`config.mk`:
```
export PLATFORM = sky130hd
export DESIGN_NAME = rtt_ws_ram
export DESIGN_NICKNAME = d
export VERILOG_FILES = /design/src/hw/rtl/rtt_ws_ram.sv
export SDC_FILE = /design/constraint.sdc
export NUM_CORES = 1
export LEC_CHECK = 0
export ABC_CLOCK_PERIOD_IN_PS = 3500
export BUFFER_PORTS_ARGS = -buffer_cell sky130_fd_sc_hd__buf_2
export CORE_MARGIN = 10
export CORE_UTILIZATION = 42
export DETAILED_ROUTE_END_ITERATION = 8
export GPL_ROUTABILITY_DRIVEN = 0
export RECOVER_POWER = 50
export SETUP_SLACK_MARGIN = 0.3
export SYNTH_ARGS = -nofsm -noshare
export SYNTH_HDL_FRONTEND = slang
export SYNTH_SLANG_ARGS = --single-unit
export TNS_END_PERCENT = 5
```
`constraint.sdc`:
```
create_clock -name clock -period 3.5 [get_ports clock]
set_input_delay 0 -clock clock [delete_from_list [all_inputs] [get_ports clock]]
set_output_delay 0 -clock clock [all_outputs]
set_load 0.02 [all_outputs]
```
`src/hw/rtl/rtt_ws_ram.sv`:
```
// generic single-write, single-read ram with registered read data
module rtt_ws_ram #(
   parameter int unsigned WIDTH = 32,
   parameter int unsigned DEPTH = 16
) (
   input  logic                     clock,
   input  logic                     wr_en,
   input  logic [$clog2(DEPTH)-1:0] wr_addr,
   input  logic [WIDTH-1:0]         wr_data,
   input  logic [$clog2(DEPTH)-1:0] rd_addr,
   output logic [WIDTH-1:0]         rd_data
);
   logic [WIDTH-1:0] mem_ff [DEPTH];
   logic [WIDTH-1:0] rd_data_ff;

   always_ff @(posedge clock) begin
      if (wr_en) begin
         mem_ff[wr_addr] <= wr_data;
      end
      rd_data_ff <= mem_ff[rd_addr];
   end

   assign rd_data = rd_data_ff;
endmodule

```
==> flow_summary.yaml, run 1 <==
worst_setup_path:
  reg2reg_depth: 3
  reg2reg_slack_ns: 2.16
  cp.arrival_ns: 2.63
  crit_path_end: "mem_ff[14][8]"
  endpoint_kind: "flop"
  worst-path-max-fanout: 17
  r2r_start: "mem_ff[3][11]"
  cp.required_ns: 3.76
  worstSetupPathType: "input port to flop"
  r2r_end: "rd_data[11]"
  startpoint_type: "input port"
  crit_start: "wr_addr[0]"
placed_design:
  place.detailed.hpwl_um: 22500
  postPlaceCellArea_sq_mm: 0.0212
  io_buffers: 73
grt:
  grt_max_degree: 48
  track_usage_pct: 14.7
  grt_pass1_vias: 9558
  antenna_found_initial: 0
  grt_pass1_wl_um: 61800
  grt_remaining_overflow: 0
logic_synthesis:
  synth.avg_cell_area_sq_um: 23.7
  synth_seq_area_share_pct: 80.7
  yosysUniqueCellTypes: 18
  synthCells: 838
  synthesis.nets: 880
  ys_ff_latch: 544
  synth_area_sq_mm: 0.0199
  yosysWarnings: 0
flow_run:
  maxCapViolCount: 1
sta:
  hold_viol_final: 0
  drv_slew: 17
  finClkSkew_ns: 0.00690
  fin_crit_sh_pct: 67.8
  finalSetupViolCount: 0
  tns_ns: 0
  rsz0062_at_grt: "no"
  fmax_mhz: 422
  period_needed_ns: 2.37
  relSlewSlack_pct: -35.6
  worst_pin_slew_ns: 2.03
power:
  p_comb_share_pct: 5.1
  p_clk_share_pct: 41.7
  p_seq_share_pct: 53.3
  p_int_mw: 11.0
  switchingPower_mw: 2.77
  cellPowerDensity_mw_per_mm2: 593
  switching_share_pct: 20.1
  leakage_nw: 7.40
  ir_drop_uv: 349
clock_tree:
  path_clk_slew_ns: 0.06
  ctsHoldBuffers: 33
  clock_insertion_delay_worst_skew_ns: 0.59
  cts_buffers: 53
  clock-root-buffer: "clkbuf_16"
  cts_tree: "built"
  postCtsSetupBuffers: 0
  cts.sinks: 544
  h-tree-depth: 2
  clock_path_buffers: 3
  cts-resized-gates: 0
final_layout:
  syn2layout_area_growth_pct: 16.8
  final_cell_mix: "edfxtp_1, mux4_2, a22oi_1"
  num-fill-cells: 3743
  drive_above_1_share_pct: 27.9
  nets: 1025
  final_common_cell: "edfxtp_1"
  diodes: 0
  design_area_sq_mm: 0.0232
hold_path:
  hold_path_class: "input port to flop"
  min_from: "rd_addr[3]"
route:
  avgViaCountPerCell: 5.44
  drt-total-wl_um: 40900
  ant_nets: 0
  wl_per_cell_um: 25.0
  vias: 8892
  first_pass_iters: 5
  drt-initial-drc-count: 769
  drc: 0
floorplan:
  initial_core_util_pct: 42.6
  die-area_sq_mm: 0.0564
  die_w_um: 237
  fp-row-count: 79
  fp.dieH_um: 237
  core_sq_mm: 0.0467
  boundaryPins: 74
run_status:
  status: "finished with violations"
  violations: "capacitance limit, slew limit"
registers in the layout, indices dropped and copies added, names as in the netlist:
signal   count
mem_ff     512
rd_data     32
power groups by stage:
stage          sequential [mW]  combinational (mW)  clock [mW]
2_1_floorplan             7.51               0.350           0
3_3_place_gp              7.46               0.682           0
3_5_place_dp              7.47               0.696           0
4_1_cts                   7.33               0.727        5.86
5_1_grt                   7.34               0.765        6.12
6_report                  7.33               0.700        5.73
cells in the mapped netlist:
| cell | n | area share (%) |
|---|---|---|
| edfxtp_1 | 512 | 77 |
| mux4_2 | 128 | 15 |
| a22oi_1 | 64 | 2.4 |
| nand2_1 | 33 | 0.62 |
| dfxtp_1 | 32 | 3.2 |
| clkbuf_1 | 17 | 0.32 |
| nor2_1 | 13 | 0.25 |
| buf_4 | 11 | 0.42 |
| buf_1 | 9 | 0.17 |
| buf_2 | 4 | 0.10 |
| nor3_1 | 4 | 0.10 |
| buf_6 | 2 | 0.11 |
| nand2b_1 | 2 | 0.063 |
| nand3b_1 | 2 | 0.076 |
| nor2b_1 | 2 | 0.063 |
| and2_1 | 1 | 0.032 |
| nand3_1 | 1 | 0.025 |
| or3b_2 | 1 | 0.044 |
worst min path at each step:
| stage | end | cells after the start |
|---|---|---|
| floorplan | mem_ff[0][0] | 0 |
| global placement | mem_ff[10][23] | 1 |
| detailed placement | mem_ff[11][15] | 1 |
| CTS | rd_data[0] | 4 |
| global route | rd_data[0] | 4 |
| finish | rd_data[0] | 4 |
per-stage QoR:
stage	cells	utilization [%]	setup slack [ns]	total power [mW]	hold slack, ns
6_report	1635	49.7	1.13	13.8	0.0307
5_1_grt	1635	49.7	0.928	14.2	0.0455
4_1_cts	1635	49.9	1.92	13.9	0.00600
3_5_place_dp	1502	45.4	1.43	8.16	0.384
3_3_place_gp	1502	45.4	1.44	8.15	0.382
2_1_floorplan	838	-	0.320	7.86	0.0989
worst max-delay path, stage by stage:
cell      delay (ns)
clkbuf_1        0.19
nand2b_1        0.33
nor2_1          1.55
buf_4           0.52
routing by layer:
layer / global-route usage, % / wire (um) / vias up
met4: 3.77 / 722 / 0
met3: 3.02 / 2400 / 54
met2: 22.5 / 19200 / 234
li1: - / - / 3858
met1: 21.1 / 18600 / 4746
met5: 0 / 0 / -
cell type report:
cell class | count | area (sq um) | share of cell area, %
clock buffers | 91 | 1620 | 6.99
well taps | 607 | 759 | 3.27
repair buffers | 133 | 931 | 4.01
multi-input cells | 251 | 3720 | 16.0
clock inverters | 9 | 149 | 0.642
flip-flops and latches | 544 | 16000 | 69.0
cells by family after synthesis:
group	share of synthesized area (%)
buf+inv	1.12
compound gates	2.42
simple gates	1.27
mux	14.5
flops	80.7
Note: power is estimated with default switching activity, not from simulation.
==> inputs of run 2 (changes only) <==
Settings changed: ABC_AREA set to 1, ABC_CLOCK_PERIOD_IN_PS 3500 to 2400.
Clock period 3.5 ns to 2.4 ns, I/O delays scaled along.
==> flow_summary.yaml, run 2 <==
worst_setup_path:
  crit_top_cell: "nand3_1"
  cp.required_ns: 2.92
  endpoint_kind: "flop"
  startpoint_type: "input port"
  slowest_delay_ns: 0.57
  path_cells: "dlygate4sd3_1 -> buf_4 -> buf_4 -> nand3_1 -> nand3_1 -> nand3_1 -> nand2_1"
  cp.arrival_ns: 2.08
  crit_family: "buffers and inverters"
  worstPathBufferInverterCount: 3
  worstSetupPathType: "input port to flop"
  cp_slowest_cell: "buf_4"
  worst-path-max-fanout: 44
hold_path:
  hold_path_class: "input port to flop"
logic_synthesis:
  yosysUniqueCellTypes: 15
  synth_top_area_cell: "edfxtp_1"
  ys_ff_latch: 544
  synth.top_cell.area_share_pct: 67.6
  synth_area_sq_mm: 0.0227
  synth_edf_count: 512
  synthArstFlopShare_pct: 0
  yosys-top-cells-area: "edfxtp_1, nand2_1, nand3_1"
  ys_top_cells_by_count: "nand2_1, edfxtp_1, inv_1"
  synth.most_common_cell: "nand2_1"
  synth.avg_cell_area_sq_um: 10.7
  yosysWarnings: 0
  ys.flop_type: "edfxtp_1"
  synthesis.nets: 2162
  synthCells: 2120
  synth_seq_area_share_pct: 70.5
placed_design:
  io_buffers: 73
  postPlaceCellArea_sq_mm: 0.0239
  pre_cts_ws_ns: 0.675
  place.detailed.hpwl_um: 33000
sta:
  period_needed_ns: 1.56
  finClkSkew_ns: 0.0183
  fin_crit_sh_pct: 65.1
  finalWorstSetupSlack_ns: 0.839
  drv_slew: 0
  relSlewSlack_pct: 18.2
  rsz0062_at_grt: "no"
  hold_viol_final: 0
  finalSetupViolCount: 0
  fmax_mhz: 640
  worst_pin_slew_ns: 1.23
  tns_ns: 0
power:
  ir_drop_uv: 480
  power_mw: 20.5
  leakage_nw: 10.9
  cellPowerDensity_mw_per_mm2: 791
route:
  first_pass_iters: 5
  wl_per_cell_um: 19.5
  drt-total-wl_um: 57800
  drc: 0
  met2_length_um: 26400
  wl_met1_um: 26300
  ant_nets: 0
  drt-initial-drc-count: 1344
  top_layer_used: "met5"
  vias: 14752
  avgViaCountPerCell: 4.98
  wl_met3_um: 4070
final_layout:
  design_area_sq_mm: 0.0259
  final_cell_mix: "nand2_1, edfxtp_1, inv_1"
  syn2layout_area_growth_pct: 14.1
  final_common_cell: "nand2_1"
  largest_register: "mem_ff"
  drive_above_1_share_pct: 7.60
  largest_reg_flops: 512
  nets: 2261
  final_util_pct: 48.3
clock_tree:
  h-tree-depth: 2
  clock_insertion_delay_worst_skew_ns: 0.60
  cts-resized-gates: 0
  cts_buffers: 55
  clock_path_buffers: 3
  path_clk_slew_ns: 0.06
  clock-root-buffer: "clkbuf_16"
  cts.sinks: 544
  cts_tree: "built"
  postCtsSetupBuffers: 0
grt:
  grt_pass1_wl_um: 88600
  grt_max_degree: 82
  antenna_found_initial: 2
  track_usage_pct: 18.2
  grt_pass1_vias: 14581
  grt_remaining_overflow: 0
run_status:
  status: "finished, final reports clean"
floorplan:
  core_sq_mm: 0.0537
  boundaryPins: 74
  fp.dieH_um: 253
  die-area_sq_mm: 0.0638
  initial_core_util_pct: 42.3
  fp-row-count: 85
  die_w_um: 253
flow_run:
  maxCapViolCount: 0
[run 2: power by group]
part | internal (mW) | switching (mW)
sequential | 10.6 | 0.0753
combinational | 0.381 | 0.997
clock | 4.92 | 3.53
total | 15.9 | 4.61
[run 2: final timing paths]
path	cells past startpoint	to	slack [ns]	from
setup reg to reg	6	rd_data[29]	1.30	mem_ff[15][29]
hold / removal	4	rd_data[28]	0.07	rd_addr[3]
setup / recovery	7	rd_data[6]	0.84	rd_addr[1]
hold reg to reg	6	rd_data[24]	0.66	mem_ff[10][24]
[run 2: logic make-up (layout without fill, tap and decap cells)]
kind of cell / Yosys count / count (layout) / share of synthesized area [%]
and+or+nand+nor: 1081 / 1081 / 20.0
other: 0 / 1 / 0
buffers and inverters: 495 / 638 / 9.54
DFF: 544 / 544 / 70.5
[run 2: what timing repair did]
action                                  4_1_cts  5_1_grt
endpoints found under the hold margin       516        0
endpoints found under the setup margin        0        0
hold buffers                                 33        0
[run 2: worst reg2reg max path, delay by kind of cell (launching register included)]
kind	cells	cell delay (ns)
buf+inv	1	0.06
simple gates	5	0.55
flops	1	0.38
[run 2: cell type report]
| type | count | area, sq um |
|---|---|---|
| antenna | 1 | 2.50 |
| clock buffer | 73 | 1510 |
| clock inverter | 28 | 251 |
| fill | 4786 | 27800 |
| inverter | 390 | 1470 |
| multi-input combinational | 1081 | 4650 |
| sequential | 544 | 16000 |
| tap | 696 | 871 |
| timing repair buffer | 147 | 1170 |
[run 2: per-stage QoR]
step,hold WS [ns],instances
finish,0.0709,2960
global route,0.0584,2959
CTS,0.0203,2959
detailed placement,0.418,2825
global placement,0.406,2825
floorplan,0.0989,2120
[run 2: routing by layer]
layer	track usage [%]	up-vias
li1	-	7048
met1	25.7	7163
met2	28.5	462
met3	3.35	77
met4	4.40	2
met5	0	-
