`config.mk`:
```
export PLATFORM = sky130hd
export DESIGN_NAME = rtt_ws_div
export DESIGN_NICKNAME = d
export VERILOG_FILES = /design/src/hw/rtl/rtt_ws_div.sv
export SDC_FILE = /design/constraint.sdc
export NUM_CORES = 1
export LEC_CHECK = 0
export ABC_CLOCK_PERIOD_IN_PS = 6000
export BUFFER_PORTS_ARGS = -buffer_cell sky130_fd_sc_hd__buf_2
export CORE_ASPECT_RATIO = 0.8
export CORE_MARGIN = 3
export CORE_UTILIZATION = 57
export DETAILED_ROUTE_END_ITERATION = 12
export MAX_ROUTING_LAYER = met4
export PLACE_DENSITY = 0.83
export RECOVER_POWER = 100
export SYNTH_ARGS = -nofsm -noshare
export SYNTH_HDL_FRONTEND = slang
export SYNTH_SLANG_ARGS = --single-unit
```
`constraint.sdc`:
```
create_clock -name clock -period 6 [get_ports clock]
set_clock_uncertainty 0.15 [all_clocks]
set_input_delay 1.8 -clock clock [delete_from_list [all_inputs] [get_ports clock]]
set_output_delay 1.8 -clock clock [all_outputs]
set_load 0.01 [all_outputs]
```
`src/hw/rtl/rtt_ws_div.sv`:
```
// restoring divider, one quotient bit per cycle
module rtt_ws_div #(
   parameter int unsigned DVD_W = 72,
   parameter int unsigned DVS_W = 24
) (
   input  logic             clock,
   input  logic             reset,
   input  logic             start,
   input  logic [DVD_W-1:0] dividend,
   input  logic [DVS_W-1:0] divisor,
   output logic             done,
   output logic [DVD_W-1:0] quotient
);
   localparam int unsigned CNT_W = $clog2(DVD_W + 1);

   logic [DVD_W-1:0] quo_ff, quo_in;
   logic [DVS_W-1:0] rem_ff, rem_in, dvs_ff, dvs_in;
   logic [CNT_W-1:0] cnt_ff, cnt_in;
   logic             busy_ff, busy_in, done_ff, done_in;
   logic [DVS_W:0]   trial;

   always_comb begin
      quo_in  = quo_ff;
      rem_in  = rem_ff;
      dvs_in  = dvs_ff;
      cnt_in  = cnt_ff;
      busy_in = busy_ff;
      done_in = 1'b0;
      trial   = {rem_ff, quo_ff[DVD_W-1]};
      if (start) begin
         quo_in  = dividend;
         rem_in  = '0;
         dvs_in  = divisor;
         cnt_in  = '0;
         busy_in = 1'b1;
      end else if (busy_ff) begin
         if (trial >= {1'b0, dvs_ff}) begin
            rem_in = DVS_W'(trial - {1'b0, dvs_ff});
            quo_in = {quo_ff[DVD_W-2:0], 1'b1};
         end else begin
            rem_in = trial[DVS_W-1:0];
            quo_in = {quo_ff[DVD_W-2:0], 1'b0};
         end
         cnt_in = cnt_ff + 1'b1;
         if (cnt_ff == CNT_W'(DVD_W - 1)) begin
            busy_in = 1'b0;
            done_in = 1'b1;
         end
      end
   end

   always_ff @(posedge clock) begin
      if (reset) begin
         busy_ff <= 1'b0;
         done_ff <= 1'b0;
      end else begin
         busy_ff <= busy_in;
         done_ff <= done_in;
      end
      quo_ff <= quo_in;
      rem_ff <= rem_in;
      dvs_ff <= dvs_in;
      cnt_ff <= cnt_in;
   end

   assign done     = done_ff;
   assign quotient = quo_ff;
endmodule

```
==> key figures, run 1 <==
Cells and area
  • Final nets: 844
  • Area delta synth->final: 21.9%
  • Cell area after layout: 7940 um^2
  • Ant diodes: 0
  • Ratio of cells with drive above 1 in the final layout: 27.6%
  • Fin cells: 876

Timing
  • RSZ-0062 raised after global routing: no
  • Final slew viol count: 178
  • # setup viols final: 0
  • Hold Worst Slack: 0.349 ns
  • Final Hold Fails: 0
  • Slew HR: -50.7%
  • Worst Max-Slew Pin Slew: 2.26 ns
  • Fin crit period: 4.63 ns
  • Fin crit share: 77.2%
  • Setup TNS: 0 ns
  • Max Freq: 216 MHz

Die
  • Initial Util: 59.1%
  • Core Area: 11000 um^2
  • Io pins: 172
  • Die footprint: 12800 um^2
  • Die X: 126 um
  • # rows: 34
  • Die extent in y: 102 um

Worst hold path
  • Worst hold path type: reg2reg
  • WHS Path Cells: 2
  • Hold Startpoint: cnt_ff[6]$_SDFFE_PP0P_
  • Endpoint of the worst hold path: cnt_ff[6]$_SDFFE_PP0P_

Run status
  • Failing checks: max-capacitance violations, max-slew violations
  • Outcome: finished with violations

Placed design
  • Post-detail-place hpwl: 11400 um
  • Port buffer count: 171
  • GP Congestion: 0.941
  • Placed insts: 844
  • Post-DP Area: 7480 um^2

Setup path
  • CP Max Fanout: 50
  • CP Class: in2reg
  • Reg-to-reg startpoint: dvs_ff[2]$_DFFE_PP_
  • Register-to-Register Setup Slack: 1.83 ns
  • Critical path capture point type: flip-flop
  • Crit path DAT: 4.51 ns
  • Nature of the critical path startpoint: input port
  • Worst R2R End: rem_ff[17]$_SDFFE_PP0P_
  • Worst Path Required: 5.88 ns
  • R2r worst-path depth: 11

Global route
  • Grt ovf: 0
  • Vias in the first global route: 5253
  • Tot GR Track Use: 27.3%
  • Initial antenna violation count: 0
  • Pin count of the biggest net entering global routing: 81
  • First-pass GRT wire length: 26400 um

Clocking
  • CTS Hold Bufs: 0
  • Cells resized by post-CTS repair: 0
  • Num CTS Buffers: 17
  • Setup bufs post-CTS: 0
  • Clk slew on worst S/H paths: 0.06 ns
  • CTS root buf: clkbuf_16
  • Skew-Pair Late Insertion Delay: 0.42 ns
  • Clock Path Buffers: 2
  • CTS tree: yes
  • Clock sink count: 129
  • Htree depth: 4

Run
  • Max Cap Viol: 3

Logic synthesis
  • Post-synth ARST share: 0%
  • Synth unique cells: 51
  • Synth Cell Area: 6520 um^2
  • YS warnings: 0
  • Sequential fraction of the synthesis area: 54.4%
  • Post-synth EDFFs: 96
  • Number of synthesized register bits: 129
  • Net Count, Synth: 674
  • Mean post-synth cell area: 11.9 um^2
  • Post-Synthesis Cells: 549
  • Primary FF master, synth: edfxtp_1

Route
  • Iteration-0 DRC Markers: 364
  • Drt wl/cell: 18.6 um
  • Detail Route Antenna Nets: 0
  • Residual DRC: 0
  • Final wirelength: 16300 um
  • Via Count: 5113
  • DR vias/cell: 5.84
  • Drt first pass iters: 5

Pwr
  • Leak: 3.23 nW
  • Worst vdd ir: 0.207 mV
  • Power Density: 315 nW/um^2
-- area by class of cell --
cell class                 instances  area [um^2]
clock inverter                    14          140
tap                              144          180
multi-input combinational        365         2750
sequential                       129         3540
fill                             803         3080
timing repair buffer             176          787
inverter                          30          113
clock buffer                      18          429
-- routing by layer --
layer | GRT usage [%] | part of all wire [%] | up-vias
li1 | - | - | 2400
met1 | 33.3 | 42 | 2448
met2 | 42.9 | 48 | 223
met3 | 7.49 | 7.0 | 42
met4 | 12.4 | 3.1 | 0
met5 | - | 0 | -
-- worst max-delay path, stage by stage --
cell and delay [ns]:
clkbuf_1 0.19, nor2_1 0.15, inv_1 1.37, clkbuf_1 0.98
-- flip-flops by register name, indices dropped and copies added, names as in the netlist --
signal / flops
busy_ff: 1
cnt_ff: 7
done: 1
dvs_ff: 24
quotient: 72
rem_ff: 24
-- where the power goes --
part | leakage, nW | internal, W | switching, W
clock | 0.280 | 0.000608 | 0.000392
combinational | 1.73 | 0.000171 | 0.000224
sequential | 1.23 | 0.00106 | 0.0000477
-- synthesized netlist by cell type (all sizes together) (4+ instances only) --
library cell	count	area, um^2
a211oi	11	82.6
a21o	18	135
a21oi	28	144
a311oi	10	87.6
buf	6	36.3
clkbuf	19	72.6
dfxtp	33	661
edfxtp	96	2880
ha	25	313
inv	30	113
mux2	72	811
mux2i	8	80.1
nand2	44	165
nand2b	4	25.0
nand3	9	45.0
nand4	6	37.5
nor2	37	139
nor2b	4	25.0
o211ai	6	45.0
o21ai	17	85.1
or3	7	43.8
xnor2	9	78.8
xor2	11	96.3
-- cells in the final DEF (no fill, tap or decap), types with 4 or more instances in the layout --
master and instances:
nand2_1 44, o211ai_1 6, clkbuf_16 17, edfxtp_1 96
xnor2_1 9, nor2_1 37, clkbuf_1 78, buf_2 97
nand2b_1 4, inv_1 30, ha_1 25, xor2_1 11
dfxtp_1 33, a311oi_1 10, a211oi_1 11, nand3_1 9
clkinv_2 6, nor2b_1 4, a21o_1 18, nand4_1 6
a21oi_1 28, o21ai_0 17, or3_1 7, mux2i_1 8
mux2_2 70
-- cells by family after synthesis --
| kind of cell | synth area share (%) |
|---|---|
| AO/OA/AOI/OAI | 11.7 |
| XOR/XNOR | 2.69 |
| adder cells (fa/ha/maj) | 5.11 |
| buffers and inverters | 3.40 |
| flip-flops | 54.4 |
| multiplexers | 13.7 |
| AND/OR/NAND/NOR | 9.04 |
-- how the worst max path moves through the flow --
stage                                    from                       to  cells past startpoint
final                                   start    quotient[0]$_DFFE_PP_                      4
after global routing                    start    quotient[0]$_DFFE_PP_                      4
after CTS                 dvs_ff[2]$_DFFE_PP_  rem_ff[17]$_SDFFE_PP0P_                     11
after detailed placement                start   quotient[11]$_DFFE_PP_                      4
after global placement                  start   quotient[10]$_DFFE_PP_                      4
after floorplan                         start    quotient[0]$_DFFE_PP_                      3
-- stage by stage --
step                      power (W)  utilization (%)  setup WS, ns
after CTS                   0.00252             73.1          2.31
after detailed placement    0.00152             67.9          2.23
final                       0.00250             72.1          1.37
after floorplan             0.00137                -          1.83
after global placement      0.00150             67.9          2.31
after global routing        0.00260             72.1          1.08
(Power assumes the default switching activity.)
==> inputs of run 2 (changes only) <==
--- a/config.mk
+++ b/config.mk
@@ -5,14 +5,14 @@
 export SDC_FILE = /design/constraint.sdc
 export NUM_CORES = 1
 export LEC_CHECK = 0
-export ABC_CLOCK_PERIOD_IN_PS = 6000
+export ABC_CLOCK_PERIOD_IN_PS = 4580
 export BUFFER_PORTS_ARGS = -buffer_cell sky130_fd_sc_hd__buf_2
 export CORE_ASPECT_RATIO = 0.8
 export CORE_MARGIN = 3
-export CORE_UTILIZATION = 57
+export CORE_UTILIZATION = 53
 export DETAILED_ROUTE_END_ITERATION = 12
 export MAX_ROUTING_LAYER = met4
-export PLACE_DENSITY = 0.83
+export PLACE_DENSITY = 0.78
 export RECOVER_POWER = 100
 export SYNTH_ARGS = -nofsm -noshare
 export SYNTH_HDL_FRONTEND = slang
==> constraint.sdc (replaced) <==
create_clock -name clock -period 4.58 [get_ports clock]
set_clock_uncertainty 0.15 [all_clocks]
set_input_delay 1.374 -clock clock [delete_from_list [all_inputs] [get_ports clock]]
set_output_delay 1.374 -clock clock [all_outputs]
set_load 0.01 [all_outputs]
==> key figures, run 2 (synthesis results as in run 1) <==
Clocking
  • CTS tree: yes (unchanged)
  • CTS Hold Bufs: 0 (unchanged)
  • Clock sink count: 129 (unchanged)
  • Cells resized by post-CTS repair: 0 (unchanged)
  • Clock Path Buffers: 2 (unchanged)
  • Clk slew on worst S/H paths: 0.06 ns (about the same)
  • Skew-Pair Late Insertion Delay: 0.41 ns (was 0.42 ns)
  • CTS root buf: clkbuf_16 (unchanged)
  • Htree depth: 4 (unchanged)
  • Setup bufs post-CTS: 0 (unchanged)
  • Num CTS Buffers: 17 (unchanged)

Placed design
  • Post-detail-place hpwl: 10600 um (was 11400 um)
  • Post-DP Area: 7510 um^2 (was 7480 um^2)
  • GP Congestion: 0.866 (was 0.941)
  • Port buffer count: 171 (unchanged)

Timing
  • Max Freq: 271 MHz
  • Setup TNS: 0 ns (unchanged)
  • RSZ-0062 raised after global routing: no (unchanged)
  • Final Hold Fails: 0 (unchanged)
  • # setup viols final: 0 (unchanged)
  • Fin crit share: 80.5%
  • Slew HR: 20.2% (was -50.7%)
  • Hold Worst Slack: 0.348 ns (was 0.349 ns)
  • Worst Max-Slew Pin Slew: 1.20 ns (was 2.26 ns)
  • Final slew viol count: 0 (was 178)
  • Fin crit period: 3.69 ns

Global route
  • First-pass GRT wire length: 24700 um (was 26400 um)
  • Pin count of the biggest net entering global routing: 126 (was 81)
  • Initial antenna violation count: 0 (unchanged)
  • Vias in the first global route: 4977 (was 5253)
  • Grt ovf: 0 (unchanged)
  • Tot GR Track Use: 23.4% (was 27.3%)

Pwr
  • Worst vdd ir: 0.373 mV (was 0.207 mV)
  • Power, Total: 0.00317 W (was 0.00250 W)
  • Leak: 3.22 nW (was 3.23 nW)
  • Reg power frac: 45.3% (was 44.2%)
  • Switching share of power: 27.4% (was 26.5%)
  • Power Density: 400 nW/um^2 (was 315 nW/um^2)
  • Clk pwr share: 38.7% (was 40.0%)
  • Net Switching: 0.000870 W (was 0.000663 W)
  • Combinational power share: 16.0% (was 15.8%)
  • Internal power: 0.00230 W (was 0.00184 W)

Route
  • Iteration-0 DRC Markers: 459 (was 364)
  • Final wirelength: 15000 um (was 16300 um)
  • Detail Route Antenna Nets: 0 (unchanged)
  • Drt wl/cell: 17.1 um (was 18.6 um)
  • Residual DRC: 0 (unchanged)
  • Via Count: 4885 (was 5113)
  • Drt first pass iters: 4 (was 5)
  • DR vias/cell: 5.56 (was 5.84)

Die
  • # rows: 35 (was 34)
  • Die extent in y: 105 um (was 102 um)
  • Die X: 130 um (was 126 um)
  • Io pins: 172 (unchanged)
  • Die footprint: 13700 um^2 (was 12800 um^2)
  • Initial Util: 55.3% (was 59.1%)
  • Core Area: 11800 um^2 (was 11000 um^2)

Setup path
  • Slowest cell on crit path: clkbuf_2 (was inv_1)
  • CP top delay family: buffers and inverters (unchanged)
  • CP Class: in2reg (unchanged)
  • CP Buf/Inv Count: 3 (unchanged)
  • CP Max Fanout: 46 (was 50)
  • Critical path capture point type: flip-flop (unchanged)
  • Nature of the critical path startpoint: input port (unchanged)
  • Max incr delay on CP: 1.02 ns (was 1.37 ns)
  • Worst Path Required: 4.45 ns (was 5.88 ns)
  • Crit path cell chain: clkbuf_1, nor2_1, inv_1, clkbuf_2 (was clkbuf_1, nor2_1, inv_1, clkbuf_1)
  • Crit path DAT: 3.56 ns (was 4.51 ns)

Run
  • Max Cap Viol: 0 (was 3)

Cells and area
  • Most frequent cells in the layout: 97 x buf_2, 96 x edfxtp_1, 76 x clkbuf_1 (was 97 x buf_2, 96 x edfxtp_1, 78 x clkbuf_1)
  • Area delta synth->final: 21.6% (was 21.9%)
  • Max reg flops: 72 (unchanged)
  • Fin util: 67.3% (was 72.1%)
  • Cell area after layout: 7930 um^2 (was 7940 um^2)
  • Leading cell type in the layout, fill and taps excluded: buf_2 (unchanged)
  • Ratio of cells with drive above 1 in the final layout: 27.9% (was 27.6%)
  • Final nets: 843 (was 844)
  • Ant diodes: 0 (unchanged)

Run status
  • Outcome: finished clean (was finished with violations)

Worst hold path
  • Worst hold path type: reg2reg (unchanged)
==> run 2: changes by cell type in the layout (fill, tap and decap cells not counted), sizes merged <==
cell and delta:
inv +4, clkbuf -2, clkinv -1, clkinvlp -1, bufinv -2, buf +1
==> run 2: cell type report <==
type / count / area [um^2]
Sequential cell: 129 / 3540
Tap cell: 148 / 185
Clock inverter: 14 / 105
Clock buffer: 18 / 429
Timing Repair Buffer: 175 / 800
Inverter: 30 / 113
Fill cell: 916 / 3850
Multi-Input combinational cell: 365 / 2750
==> run 2: power groups by stage <==
stage	Sequential, W	Clock, W	Combinational, W
CTS	0.00144	0.00125	0.000529
global placement	0.00145	0	0.000515
detailed placement	0.00146	0	0.000526
finish	0.00144	0.00123	0.000508
global route	0.00145	0.00130	0.000565
floorplan	0.00148	0	0.000310
==> run 2: final timing paths <==
path | from | to | slack (ns) | cells after the start
worst max-delay path | start | quotient[1]$_DFFE_PP_ | 0.89 | 4
worst min-delay path | cnt_ff[6]$_SDFFE_PP0P_ | cnt_ff[6]$_SDFFE_PP0P_ | 0.35 | 2
worst min register to register | cnt_ff[6]$_SDFFE_PP0P_ | cnt_ff[6]$_SDFFE_PP0P_ | 0.35 | 2
worst max register to register | dvs_ff[2]$_DFFE_PP_ | rem_ff[17]$_SDFFE_PP0P_ | 0.92 | 11
==> run 2: through the flow <==
| stage | setup slack, ns | instances |
|---|---|---|
| after global routing | 0.586 | 879 |
| after CTS | 1.38 | 879 |
| after floorplan | 0.833 | 549 |
| final | 0.891 | 879 |
| after detailed placement | 1.42 | 847 |
| after global placement | 1.52 | 847 |
==> run 2: worst register-to-register path, delay by kind of cell (launching register included) <==
| kind | cells | cell delay (ns) |
|---|---|---|
| AO/OA/AOI/OAI | 8 | 1.79 |
| adder cells (fa/ha/maj) | 1 | 0.37 |
| buffers and inverters | 2 | 0.94 |
| flip-flops | 1 | 0.32 |
==> run 2: routing by layer <==
metal,global-route usage (%),vias up,part of all wire (%),wire [um]
li1,-,2395,-,-
met1,31.4,2328,44,6670
met2,35.1,142,48,7270
met3,6.39,20,5.5,825
met4,6.60,0,1.6,246
met5,-,-,0,0
