**src/hw/rtl/rtt_ws_isqrt.sv**
```systemverilog
// 64-bit integer square root, two radicand bits per cycle
module rtt_ws_isqrt (
   input  logic        clock,
   input  logic        reset,
   input  logic        start,
   input  logic [63:0] radicand,
   output logic        done,
   output logic [31:0] root
);
   logic [63:0] x_ff, x_in, res_ff, res_in, bit_ff, bit_in;
   logic        busy_ff, busy_in, done_ff, done_in;
   logic [63:0] trial;

   always_comb begin
      x_in    = x_ff;
      res_in  = res_ff;
      bit_in  = bit_ff;
      busy_in = busy_ff;
      done_in = 1'b0;
      trial   = res_ff + bit_ff;
      if (start) begin
         x_in    = radicand;
         res_in  = '0;
         bit_in  = 64'h4000_0000_0000_0000;
         busy_in = 1'b1;
      end else if (busy_ff) begin
         if (x_ff >= trial) begin
            x_in   = x_ff - trial;
            res_in = (res_ff >> 1) + bit_ff;
         end else begin
            res_in = res_ff >> 1;
         end
         bit_in = bit_ff >> 2;
         if (bit_ff[0]) begin
            busy_in = 1'b0;
            done_in = 1'b1;
         end
      end
   end

   always_ff @(posedge clock) begin
      if (reset) begin
         busy_ff <= 1'b0;
         done_ff <= 1'b0;
      end else begin
         busy_ff <= busy_in;
         done_ff <= done_in;
      end
      x_ff   <= x_in;
      res_ff <= res_in;
      bit_ff <= bit_in;
   end

   assign done = done_ff;
   assign root = res_ff[31:0];
endmodule

```
**config.mk**
```make
export PLATFORM = sky130hd
export DESIGN_NAME = rtt_ws_isqrt
export DESIGN_NICKNAME = d
export VERILOG_FILES = /design/src/hw/rtl/rtt_ws_isqrt.sv
export SDC_FILE = /design/constraint.sdc
export NUM_CORES = 1
export LEC_CHECK = 0
export ABC_AREA = 1
export ABC_CLOCK_PERIOD_IN_PS = 7400
export BUFFER_PORTS_ARGS = -buffer_cell sky130_fd_sc_hd__buf_2
export CORE_AREA = 4 4 229 231
export CTS_CLUSTER_DIAMETER = 150
export CTS_CLUSTER_SIZE = 10
export DETAILED_ROUTE_END_ITERATION = 7
export DIE_AREA = 0 0 233 235
export GPL_ROUTABILITY_DRIVEN = 1
export HOLD_SLACK_MARGIN = 0.03
export PLACE_DENSITY = 0.67
export SYNTH_ARGS = -nofsm -noshare
export SYNTH_HDL_FRONTEND = slang
export SYNTH_SLANG_ARGS = --single-unit
```
**constraint.sdc**
```tcl
create_clock -name clock -period 7.4 [get_ports clock]
set_clock_uncertainty 0.15 [all_clocks]
set_input_delay 1.48 -clock clock [delete_from_list [all_inputs] [get_ports clock]]
set_output_delay 1.48 -clock clock [all_outputs]
set_load 0.05 [all_outputs]
```
==> results of run 1 <==
==> cell type report <==
| type | instances | area share |
|---|---|---|
| multi-input combinational | 2784 | 0.637 |
| sequential | 162 | 0.181 |
| timing repair buffer | 109 | 0.0279 |
| inverter | 492 | 0.0862 |
| clock inverter | 15 | 0.00876 |
| clock buffer | 17 | 0.0199 |
| tap | 672 | 0.0393 |
==> worst max-delay path: stages, from the launching register on <==
cell and delay, ns:
dfxtp_1 0.62, ha_1 0.31, nand2_1 0.14, o21ai_0 0.40
nand2_1 0.14, o21ai_0 0.38, o21bai_1 0.18, a21oi_1 0.11
o21ai_0 0.34, xnor2_1 0.14, ha_1 0.42, nand2_1 0.15
nor2_1 0.19, nand2_1 0.13, nor2_1 0.21, a21oi_4 0.10
nand2_4 0.08, nand2_2 0.25, nand2_2 0.32, buf_12 0.26
==> synthesized netlist by cell type, drive strengths merged <==
| master | number | share of area |
|---|---|---|
| o31ai | 2 | 0.00075 |
| or2 | 15 | 0.0047 |
| xor2 | 47 | 0.021 |
| o21a | 4 | 0.0015 |
| nand4 | 34 | 0.011 |
| nor3 | 37 | 0.0095 |
| clkbuf | 40 | 0.0075 |
| nand2 | 1206 | 0.23 |
| o311ai | 1 | 0.00044 |
| nand3b | 31 | 0.012 |
| buf | 77 | 0.025 |
| o211ai | 5 | 0.0019 |
| a21oi | 233 | 0.059 |
| a211oi | 6 | 0.0022 |
| dfxtp | 98 | 0.098 |
| nor2 | 444 | 0.085 |
| edfxtp | 64 | 0.096 |
| ha | 130 | 0.081 |
| nand3 | 297 | 0.075 |
| clkinv | 1 | 0.00019 |
| fa | 1 | 0.0010 |
| inv | 491 | 0.092 |
| nor4 | 9 | 0.0028 |
| a22oi | 1 | 0.00038 |
| xnor2 | 54 | 0.024 |
| and3 | 1 | 0.00031 |
| a21o | 10 | 0.0038 |
| o21bai | 24 | 0.0090 |
| a21boi | 1 | 0.00038 |
| o21ai | 174 | 0.044 |
| a31oi | 13 | 0.0041 |
| and2 | 3 | 0.00094 |
| o221ai | 1 | 0.00044 |
==> per-stage QoR <==
stage               instances  setup WS (ns)  hold WS, ns  instance area (µm²)
global route             4251           1.66        0.388                21400
detailed placement       4219           2.15        0.353                20800
finish                   4251           2.05        0.368                21400
floorplan                3555           2.28        0.313                20000
CTS                      4251           2.15        0.364                21400
global placement         4219           2.11        0.351                20800
==> power groups by stage <==
stage | registers (mW) | logic, mW | clock network, mW
after floorplan | 1.44 | 3.92 | 0
after global placement | 1.65 | 5.02 | 0
after detailed placement | 1.66 | 5.03 | 0
after CTS | 1.64 | 5.06 | 1.00
after global routing | 1.69 | 5.75 | 1.02
final | 1.66 | 5.17 | 0.982
==> metal layers <==
layer	track usage	share of wire	vias up
met1	0.370	0.43	10200
met3	0.0332	0.071	197
met2	0.448	0.44	946
li1	-	-	11400
met4	0.133	0.051	2
met5	0	0.00010	-
==> flip-flops by register name (all words and copies together) (netlist names) <==
register  count
busy_ff       1
done          1
res_ff       64
bit_ff       32
x_ff         64
==> logic make-up (layout without fill, tap and decap cells) <==
family | after synthesis | in the layout
buf+inv | 609 | 633
simple gates | 2077 | 2077
flops | 162 | 162
fa+ha+maj | 131 | 131
compound gates | 475 | 475
xor+xnor | 101 | 101
==> final timing paths <==
check	cells past startpoint	from	to	slack, ns
worst max-delay path	19	res_ff[26]	x_ff[15]	2.05
worst min-delay path	2	res_ff[0]	res_ff[0]	0.37
worst max register to register	19	res_ff[26]	x_ff[15]	2.05
worst min register to register	2	res_ff[0]	res_ff[0]	0.37
==> summary.txt, run 1 <==
Die
  • Die height: 235 µm
  • Initial core utilization: 0.400
  • DIE WIDTH: 233 µm
  • Placeable Area: 0.0501 mm²
  • Io pins: 100
  • Num rows: 82
  • Full die area: 0.0548 mm²

Setup path
  • CP Launch Type: flip-flop
  • CP arrival: 5.40 ns
  • Worst Setup Path Type: reg -> reg
  • CP Capture Type: flip-flop
  • Worst EP required: 7.45 ns
  • Worst-path maximum fanout: 35

Route
  • Total wire length: 77,200 µm
  • Drt pass-1 iters: 6
  • Post-route ant nets: 0
  • Via-to-Cell Ratio: 5.35
  • Vias after detailed routing: 22.7k
  • Initial DRC count: 2,056
  • Avg WL per Cell: 18.2 µm
  • Post-route DRC: 0

Yosys
  • Syn Nets: 3,753
  • Synthesized flop and latch total: 162
  • Synth Area in Adders: 0.0823
  • Synth Area in Simple Gates: 0.427
  • Mux contribution to synthesized area: 0
  • Largest family of logic cells by synthesized area: simple AND/OR/NAND/NOR gates
  • Mapped cell area: 0.0200 mm²
  • XOR/XNOR Fraction of Synth Area: 0.0442
  • Syn Area/Cell: 5.63 µm²
  • Compound-Gate Fraction of Synth Area: 0.128
  • Register area share after synthesis: 0.194
  • Ys Warns: 0
  • Post-Syn Instances: 3,555
  • Netlist cell types: 47

Layout
  • Core Util, Final: 0.428
  • Most common cell after layout, fill and taps aside: nand2_1
  • Storage cell area: 0.00388 mm²
  • Share of cells above drive strength 1: 0.0522
  • Most frequent cells in the layout: nand2_1, inv_1, nor2_1
  • Area of the multi-input gates: 0.0136 mm²
  • Number of diodes: 0
  • Fillers: 5,717
  • Fin nets: 3,764
  • Area growth syn-to-layout: 7.01%

Timing
  • RSZ-0062 raised after global routing: false
  • Pins over their slew limit: 0
  • Worst rel slew slack: 0.418
  • Fmax: 187 MHz
  • Post-route minimum period: 5.35 ns
  • Final period util: 0.723
  • Setup TNS: 0 ns
  • Final Hold Viols: 0
  • Worst Max-Slew Pin Slew: 0.872 ns
  • Setup Viol. Count Final: 0

Global routing
  • Gr ovfl total: 0
  • Initial antenna violation count: 1
  • Vias in the first global route: 21.7k
  • Pin count of the biggest net entering global routing: 71
  • First-pass GRT wire length: 119,000 µm
  • Total global-route track usage: 0.278

Pwr
  • Combinational Power Share: 0.662
  • Sequential share of power: 0.212
  • Switching share of power: 0.557
  • P per Cell Area: 365 mW/mm²
  • Pleak: 9.80 nW
  • Int Power: 3.46 mW
  • Worst IR Drop VDD: 0.000309 V
  • Clk pwr share: 0.126
  • Net Sw Power: 4.35 mW
  • Total power: 7.81 mW

CTS
  • Root Driver: clkbuf_16
  • CTS-repair resized insts: 0
  • # hold bufs at CTS: 0
  • Sink Count: 162
  • Clock-pin slew on the worst setup and hold paths: 0.08 ns
  • Post-CTS setup buffer count: 0
  • Total CTS buffers: 17
  • Clk buf depth: 2
  • Worst skew pair latency: 0.52 ns
  • TritonCTS clock tree: yes
  • CTS H-tree depth: 4

Placement
  • Port bufs: 99
  • HPWL after DPL: 62,700 µm
  • Routability cong.: 1.03

Outcome
  • Run status: completed

Hold path
  • HP Class: reg -> reg

Job
  • Max-Cap Viols: 0
(Power assumes the default switching activity.)
==> inputs of run 2 (changes only) <==
- ABC_CLOCK_PERIOD_IN_PS: 7400 -> 5250
- clock period: 7.4 -> 5.25 ns (I/O delays scaled with it)
==> run 2 against run 1 <==
Fmax grew 7.6%. Cell area rose by 0.98%. Clock-buffer cell count up 1. Wire length is 1.9% higher. Critical path type unchanged. Largest cell class unchanged.
==> summary.txt, run 2 (synthesis results as in run 1) <==
Hold path
  • HP Class: reg -> reg

Timing
  • Setup Viol. Count Final: 0 (unchanged)
  • Final period util: 0.946 (+0.224)
  • Slack of the critical path: 0.282 ns (-1.77 ns)
  • Worst rel slew slack: 0.320 (-0.0987)
  • Fmax: 201 MHz (+7.6%)
  • Pins over their slew limit: 0 (unchanged)
  • Final Hold Viols: 0 (unchanged)
  • Post-route minimum period: 4.97 ns (-0.379 ns)
  • Hold Slack: 0.335 ns (-0.0323 ns)
  • RSZ-0062 raised after global routing: false
  • Setup TNS: 0 ns (unchanged)
  • Worst Max-Slew Pin Slew: 1.02 ns (+0.148 ns)

Die
  • Io pins: 100 (unchanged)
  • Full die area: 0.0548 mm² (unchanged)
  • Placeable Area: 0.0501 mm² (unchanged)
  • Die height: 235 µm (unchanged)
  • DIE WIDTH: 233 µm (unchanged)
  • Initial core utilization: 0.400 (unchanged)
  • Num rows: 82 (unchanged)

Layout
  • Layout Cells excl Fill: 4,284 (+0.78%)
  • Number of diodes: 0 (unchanged)
  • Most common cell after layout, fill and taps aside: nand2_1
  • Final Cell Area: 0.0216 mm² (+0.98%)
  • Core Util, Final: 0.432 (+0.00420)
  • Fin nets: 3,798 (+0.90%)
  • Regs by FF count: res_ff x64, x_ff x64, bit_ff x32
  • Area growth syn-to-layout: 8.06%
  • Share of cells above drive strength 1: 0.0606 (+0.00838)
  • Most frequent cells in the layout: nand2_1, inv_1, nor2_1

CTS
  • Root Driver: clkbuf_16
  • Sink Count: 162 (unchanged)
  • TritonCTS clock tree: yes
  • Clk buf depth: 2 (unchanged)
  • Clock-pin slew on the worst setup and hold paths: 0.07 ns (about the same)
  • Total CTS buffers: 17 (unchanged)
  • # hold bufs at CTS: 0 (unchanged)
  • Worst skew pair latency: 0.50 ns (-0.02 ns)
  • CTS H-tree depth: 4 (unchanged)

Global routing
  • Initial antenna violation count: 0 (-1)
  • First-pass GRT wire length: 118,000 µm (-0.71%)
  • Vias in the first global route: 21.3k (-1.7%)
  • Total global-route track usage: 0.278 (-0.000342)
  • Gr ovfl total: 0 (unchanged)
  • Pin count of the biggest net entering global routing: 94 (+32%)

Route
  • Total wire length: 78,700 µm (+1.9%)
  • Initial DRC count: 2,298 (+12%)
  • Via-to-Cell Ratio: 5.36 (+0.21%)
  • Avg WL per Cell: 18.4 µm (+1.1%)
  • Drt pass-1 iters: 6 (unchanged)
  • Post-route ant nets: 0 (unchanged)
  • Vias after detailed routing: 23.0k (+0.99%)
  • Post-route DRC: 0 (unchanged)

Placement
  • HPWL after DPL: 63,400 µm (+1.3%)
  • Place WS: 0.463 ns (-1.69 ns)
  • Post-place instance area: 0.0211 mm² (+1.3%)
  • Port bufs: 99 (unchanged)
  • Placed cells: 4,253 (+0.81%)
  • Routability cong.: 1.03 (about the same)

Pwr
  • Pleak: 9.97 nW (+1.7%)
  • P per Cell Area: 516 mW/mm² (+42%)
  • Clk pwr share: 0.114 (-0.012)
  • Worst IR Drop VDD: 0.000367 V (+19%)
  • Switching share of power: 0.556 (-0.00111)
  • Total power: 11.2 mW (+43%)
  • Net Sw Power: 6.21 mW (+43%)
  • Sequential share of power: 0.198 (-0.014)
  • Combinational Power Share: 0.687 (+0.025)
  • Int Power: 4.96 mW (+43%)

Setup path
  • Slowest stage delay, CP: 0.39 ns (-0.23 ns)
  • Crit path top cell by count: nand2_1
  • Worst EP required: 5.25 ns (-2.20 ns)
  • CP arrival: 4.97 ns (-0.43 ns)
  • CP Launch Type: flip-flop
  • Worst Setup Path Type: reg -> reg
  • Worst-path maximum fanout: 64 (+83%)
  • Slowest CP cell: ha_1
  • CP Capture Type: flip-flop
  • Crit-path cells: ha_1 -> nand2_1 -> o21ai_0 -> nand2_1 -> o21ai_0 -> a21oi_1 -> o21ai_0 -> a21oi_1 -> nand3_1 -> nand2_1 -> ha_1 -> inv_2 -> nor3_1 -> nand2_1 -> nor2_1 -> a21oi_4 -> nand2_4 -> nand2_2 -> nand2_2 -> buf_12

Job
  • Max-Cap Viols: 0 (unchanged)

Outcome
  • Run status: completed
run 2: cell types whose count changed in the layout (fill, tap and decap cells not counted), moves of 2 or more:
cell	change
clkinv_4	+2
buf_4	+33
clkinv_2	+2
clkinv_8	-3
inv_8	-5
inv_6	+2
run 2: path summary, 6_finish.rpt:
kind	from	endpoint	slack, ns	cells past startpoint
max	bit_ff[32]	x_ff[33]	0.28	20
min	res_ff[0]	res_ff[0]	0.34	2
max reg2reg	bit_ff[32]	x_ff[33]	0.28	20
min reg2reg	res_ff[0]	res_ff[0]	0.34	2
run 2: critical path: cells and delay by family, from the launching register on:
kind,cells,cell delay [ns]
flip-flops,1,0.36
adder cells (fa/ha/maj),2,0.76
AO/OA/AOI/OAI,6,1.40
buffers and inverters,2,0.40
AND/OR/NAND/NOR,10,1.51
run 2: cell type report:
type	instances	area [µm²]
tap	672	841
timing repair buffer	143	866
fill	5721	28400
clock inverter	13	126
sequential	162	3880
inverter	492	1850
multi-input combinational	2784	13600
clock buffer	18	429
run 2: power groups by stage:
stage	Sequential, mW	Combinational, mW	Clock (mW)
after floorplan	2.03	5.52	0
after global placement	2.21	7.43	0
after detailed placement	2.21	7.45	0
after CTS	2.19	7.49	1.30
after global routing	2.24	8.45	1.34
final	2.21	7.68	1.28
run 2: what timing repair did:
| item | 4_1_cts | 5_1_grt |
|---|---|---|
| setup endpoints to repair | 0 | 64 |
| buffers inserted | 0 | 0 |
| gates resized for setup | 0 | 1 |
run 2: metal layers:
metal	track usage	wire (µm)	vias to the layer above
met5	0	0	-
met4	0.100	2820	0
met3	0.0288	5530	142
met2	0.453	35600	921
met1	0.381	34700	10500
li1	-	-	11400
==> inputs of run 3 (changes only) <==
- CELL_PAD_IN_SITES_DETAIL_PLACEMENT: default -> 1
- CELL_PAD_IN_SITES_GLOBAL_PLACEMENT: default -> 1
- CORE_AREA: 4 4 229 231 -> 4 4 219 221
- DIE_AREA: 0 0 233 235 -> 0 0 223 225
- PLACE_DENSITY: 0.67 -> 0.93
==> run 3 against run 2 <==
Cell area up 0.31%. Die area is 8.4% lower. Register-to-register slack got worse by 0.05 ns. Critical path depth increased by 3. First-iteration DRC count up 2.3%. Clock power rose by 12%. Combinational power is 5.3% higher. Total power up 5.2%. Core utilization is 3.8 points higher. Via count grew 6.9%. Clock-buffer cell count unchanged. Critical path type unchanged. Largest power group unchanged.
==> summary.txt, run 3 (synthesis results as in run 1) <==
Layout
  • Fin nets: 3,803 (+0.13%)
  • Share of cells above drive strength 1: 0.0627 (+0.00211)
  • Number of diodes: 0 (unchanged)
  • Most common cell after layout, fill and taps aside: nand2_1
  • Area of the multi-input gates: 0.0136 mm² (about the same)
  • Fillers: 6,689 (+17%)
  • Core Util, Final: 0.470 (+0.0380)
  • Area growth syn-to-layout: 8.39%
  • Regs by FF count: res_ff x64, x_ff x64, bit_ff x32
  • Most frequent cells in the layout: nand2_1, inv_1, nor2_1
  • Storage cell area: 0.00388 mm² (unchanged)

CTS
  • Sink Count: 162 (unchanged)
  • Root Driver: clkbuf_16
  • # hold bufs at CTS: 0 (unchanged)
  • Clk buf depth: 2 (unchanged)
  • Total CTS buffers: 17 (unchanged)
  • CTS H-tree depth: 4 (unchanged)
  • Worst skew pair latency: 0.52 ns (+0.02 ns)
  • Clock-pin slew on the worst setup and hold paths: 0.08 ns (about the same)
  • TritonCTS clock tree: yes

Timing
  • Final period util: 0.957 (+0.0105)
  • Setup Viol. Count Final: 0 (unchanged)
  • Pins over their slew limit: 0 (unchanged)
  • Worst Max-Slew Pin Slew: 1.04 ns (+0.0179 ns)
  • Worst rel slew slack: 0.308 (-0.0119)
  • Fmax: 199 MHz (-1.1%)
  • Final Hold Viols: 0 (unchanged)
  • Post-route minimum period: 5.02 ns (+0.0549 ns)
  • Slack of the critical path: 0.227 ns (-0.0549 ns)

Pwr
  • Net Sw Power: 6.66 mW (+7.3%)
  • Pleak: 10.0 nW (+0.72%)
  • Sequential share of power: 0.189 (-0.009)
  • Int Power: 5.09 mW (+2.6%)
  • Combinational Power Share: 0.689 (+0.002)
  • P per Cell Area: 541 mW/mm² (+4.9%)
  • Clk pwr share: 0.122 (+0.008)
  • Worst IR Drop VDD: 0.000321 V (-13%)
  • Switching share of power: 0.567 (+0.0109)

Die
  • Placeable Area: 0.0462 mm² (-7.8%)
  • Die height: 225 µm (-4.3%)
  • Num rows: 79 (-3.7%)
  • Io pins: 100 (unchanged)
  • Full die area: 0.0502 mm² (-8.4%)
  • DIE WIDTH: 223 µm (-4.3%)
  • Initial core utilization: 0.434 (+0.0338)

Placement
  • Port bufs: 99 (unchanged)
  • HPWL after DPL: 71,200 µm (+12%)
  • Place WS: 0.182 ns (-0.281 ns)
  • Routability cong.: 1.05 (+2.0%)

Setup path
  • Worst-path maximum fanout: 48 (-25%)
  • Worst Setup Path Type: reg -> reg
  • Worst EP required: 5.52 ns (+0.27 ns)
  • CP Launch Type: flip-flop
  • Reg2reg path depth: 23 (+15%)
  • CP arrival: 5.29 ns (+0.32 ns)
  • CP Capture Type: flip-flop

Route
  • Via-to-Cell Ratio: 5.81 (+8.4%)
  • Initial DRC count: 2,351 (+2.3%)
  • Post-route DRC: 0 (unchanged)
  • Total wire length: 90,100 µm (+14%)
  • Drt pass-1 iters: 5 (-1)
  • Avg WL per Cell: 21.3 µm (+16%)
  • Post-route ant nets: 0 (unchanged)
  • Vias after detailed routing: 24.5k (+6.9%)

Global routing
  • Total global-route track usage: 0.350 (+0.0723)
  • Pin count of the biggest net entering global routing: 89 (-5.3%)
  • First-pass GRT wire length: 138,000 µm (+17%)
  • Gr ovfl total: 0 (unchanged)
  • Initial antenna violation count: 0 (unchanged)
  • Vias in the first global route: 25.2k (+18%)

Hold path
  • Hold Path Depth: 2 (unchanged)
  • HP Class: reg -> reg

Outcome
  • Run status: completed

Job
  • Max-Cap Viols: 0 (unchanged)
-- run 3: changes by cell type in the layout (fill, tap and decap cells not counted), moves of 2 or more --
cell,delta
o21ai_1,+5
buf_4,+3
inv_8,+4
clkinv_4,-2
o21ai_0,-5
clkinv_2,-2
-- run 3: timing repair --
item                       in CTS  in global routing
setup endpoints to repair       0                133
setup buffers                   0                  1
resized for setup               0                  8
-- run 3: worst max-delay path, stage by stage (launching register included) --
cell and delay, ns:
dfxtp_1 0.36, ha_1 0.40, nand2_1 0.12, o21ai_1 0.29
nor2_1 0.07, nand2_1 0.07, o21ai_0 0.16, o21ai_2 0.26
nand2_1 0.11, nand2_1 0.23, nand3_1 0.11, nand2_1 0.11
xor2_1 0.24, ha_1 0.34, a21oi_1 0.27, o21ai_0 0.20
a21oi_1 0.27, nand2_1 0.13, a21oi_4 0.20, buf_12 0.29
nand3_1 0.14, nand2_1 0.11, nand2_1 0.06, a21oi_1 0.19
-- run 3: final timing paths --
kind	end	startpoint	slack, ns
max	res_ff[17]	bit_ff[10]	0.23
min reg2reg	res_ff[0]	res_ff[0]	0.36
min	res_ff[0]	res_ff[0]	0.36
max reg2reg	res_ff[17]	bit_ff[10]	0.23
-- run 3: layout make-up --
| cell class | instances | area share |
|---|---|---|
| multi-input combinational | 2784 | 0.629 |
| sequential | 162 | 0.179 |
| inverter | 492 | 0.0851 |
| timing repair buffer | 148 | 0.0434 |
| tap | 607 | 0.0350 |
| clock buffer | 18 | 0.0202 |
| clock inverter | 14 | 0.00848 |
-- run 3: per-layer routing --
metal / global-route usage / part of all wire / up-vias
li1: - / - / 11400
met1: 0.437 / 0.41 / 11800
met2: 0.590 / 0.46 / 1056
met3: 0.0470 / 0.069 / 284
met4: 0.188 / 0.059 / 0
met5: 0 / 0 / -
-- run 3: power groups by stage --
| stage | Clock (mW) | Sequential, mW | Combinational [mW] |
|---|---|---|---|
| after floorplan | 0 | 2.03 | 5.52 |
| after global placement | 0 | 2.19 | 7.42 |
| after detailed placement | 0 | 2.22 | 7.68 |
| after CTS | 1.44 | 2.19 | 7.82 |
| after global routing | 1.48 | 2.24 | 8.79 |
| final | 1.43 | 2.22 | 8.09 |
-- run 3: through the flow --
step                      instances  instance area [µm²]   TNS (ns)  hold slack, ns  total power [mW]
after detailed placement       4191                21000          0           0.345              9.90
after floorplan                3555                20000          0           0.313              7.56
after global placement         4191                21000          0           0.330              9.62
final                          4225                21700          0           0.359              11.7
after global routing           4225                21700  -0.000946           0.375              12.5
after CTS                      4223                21700          0           0.355              11.5
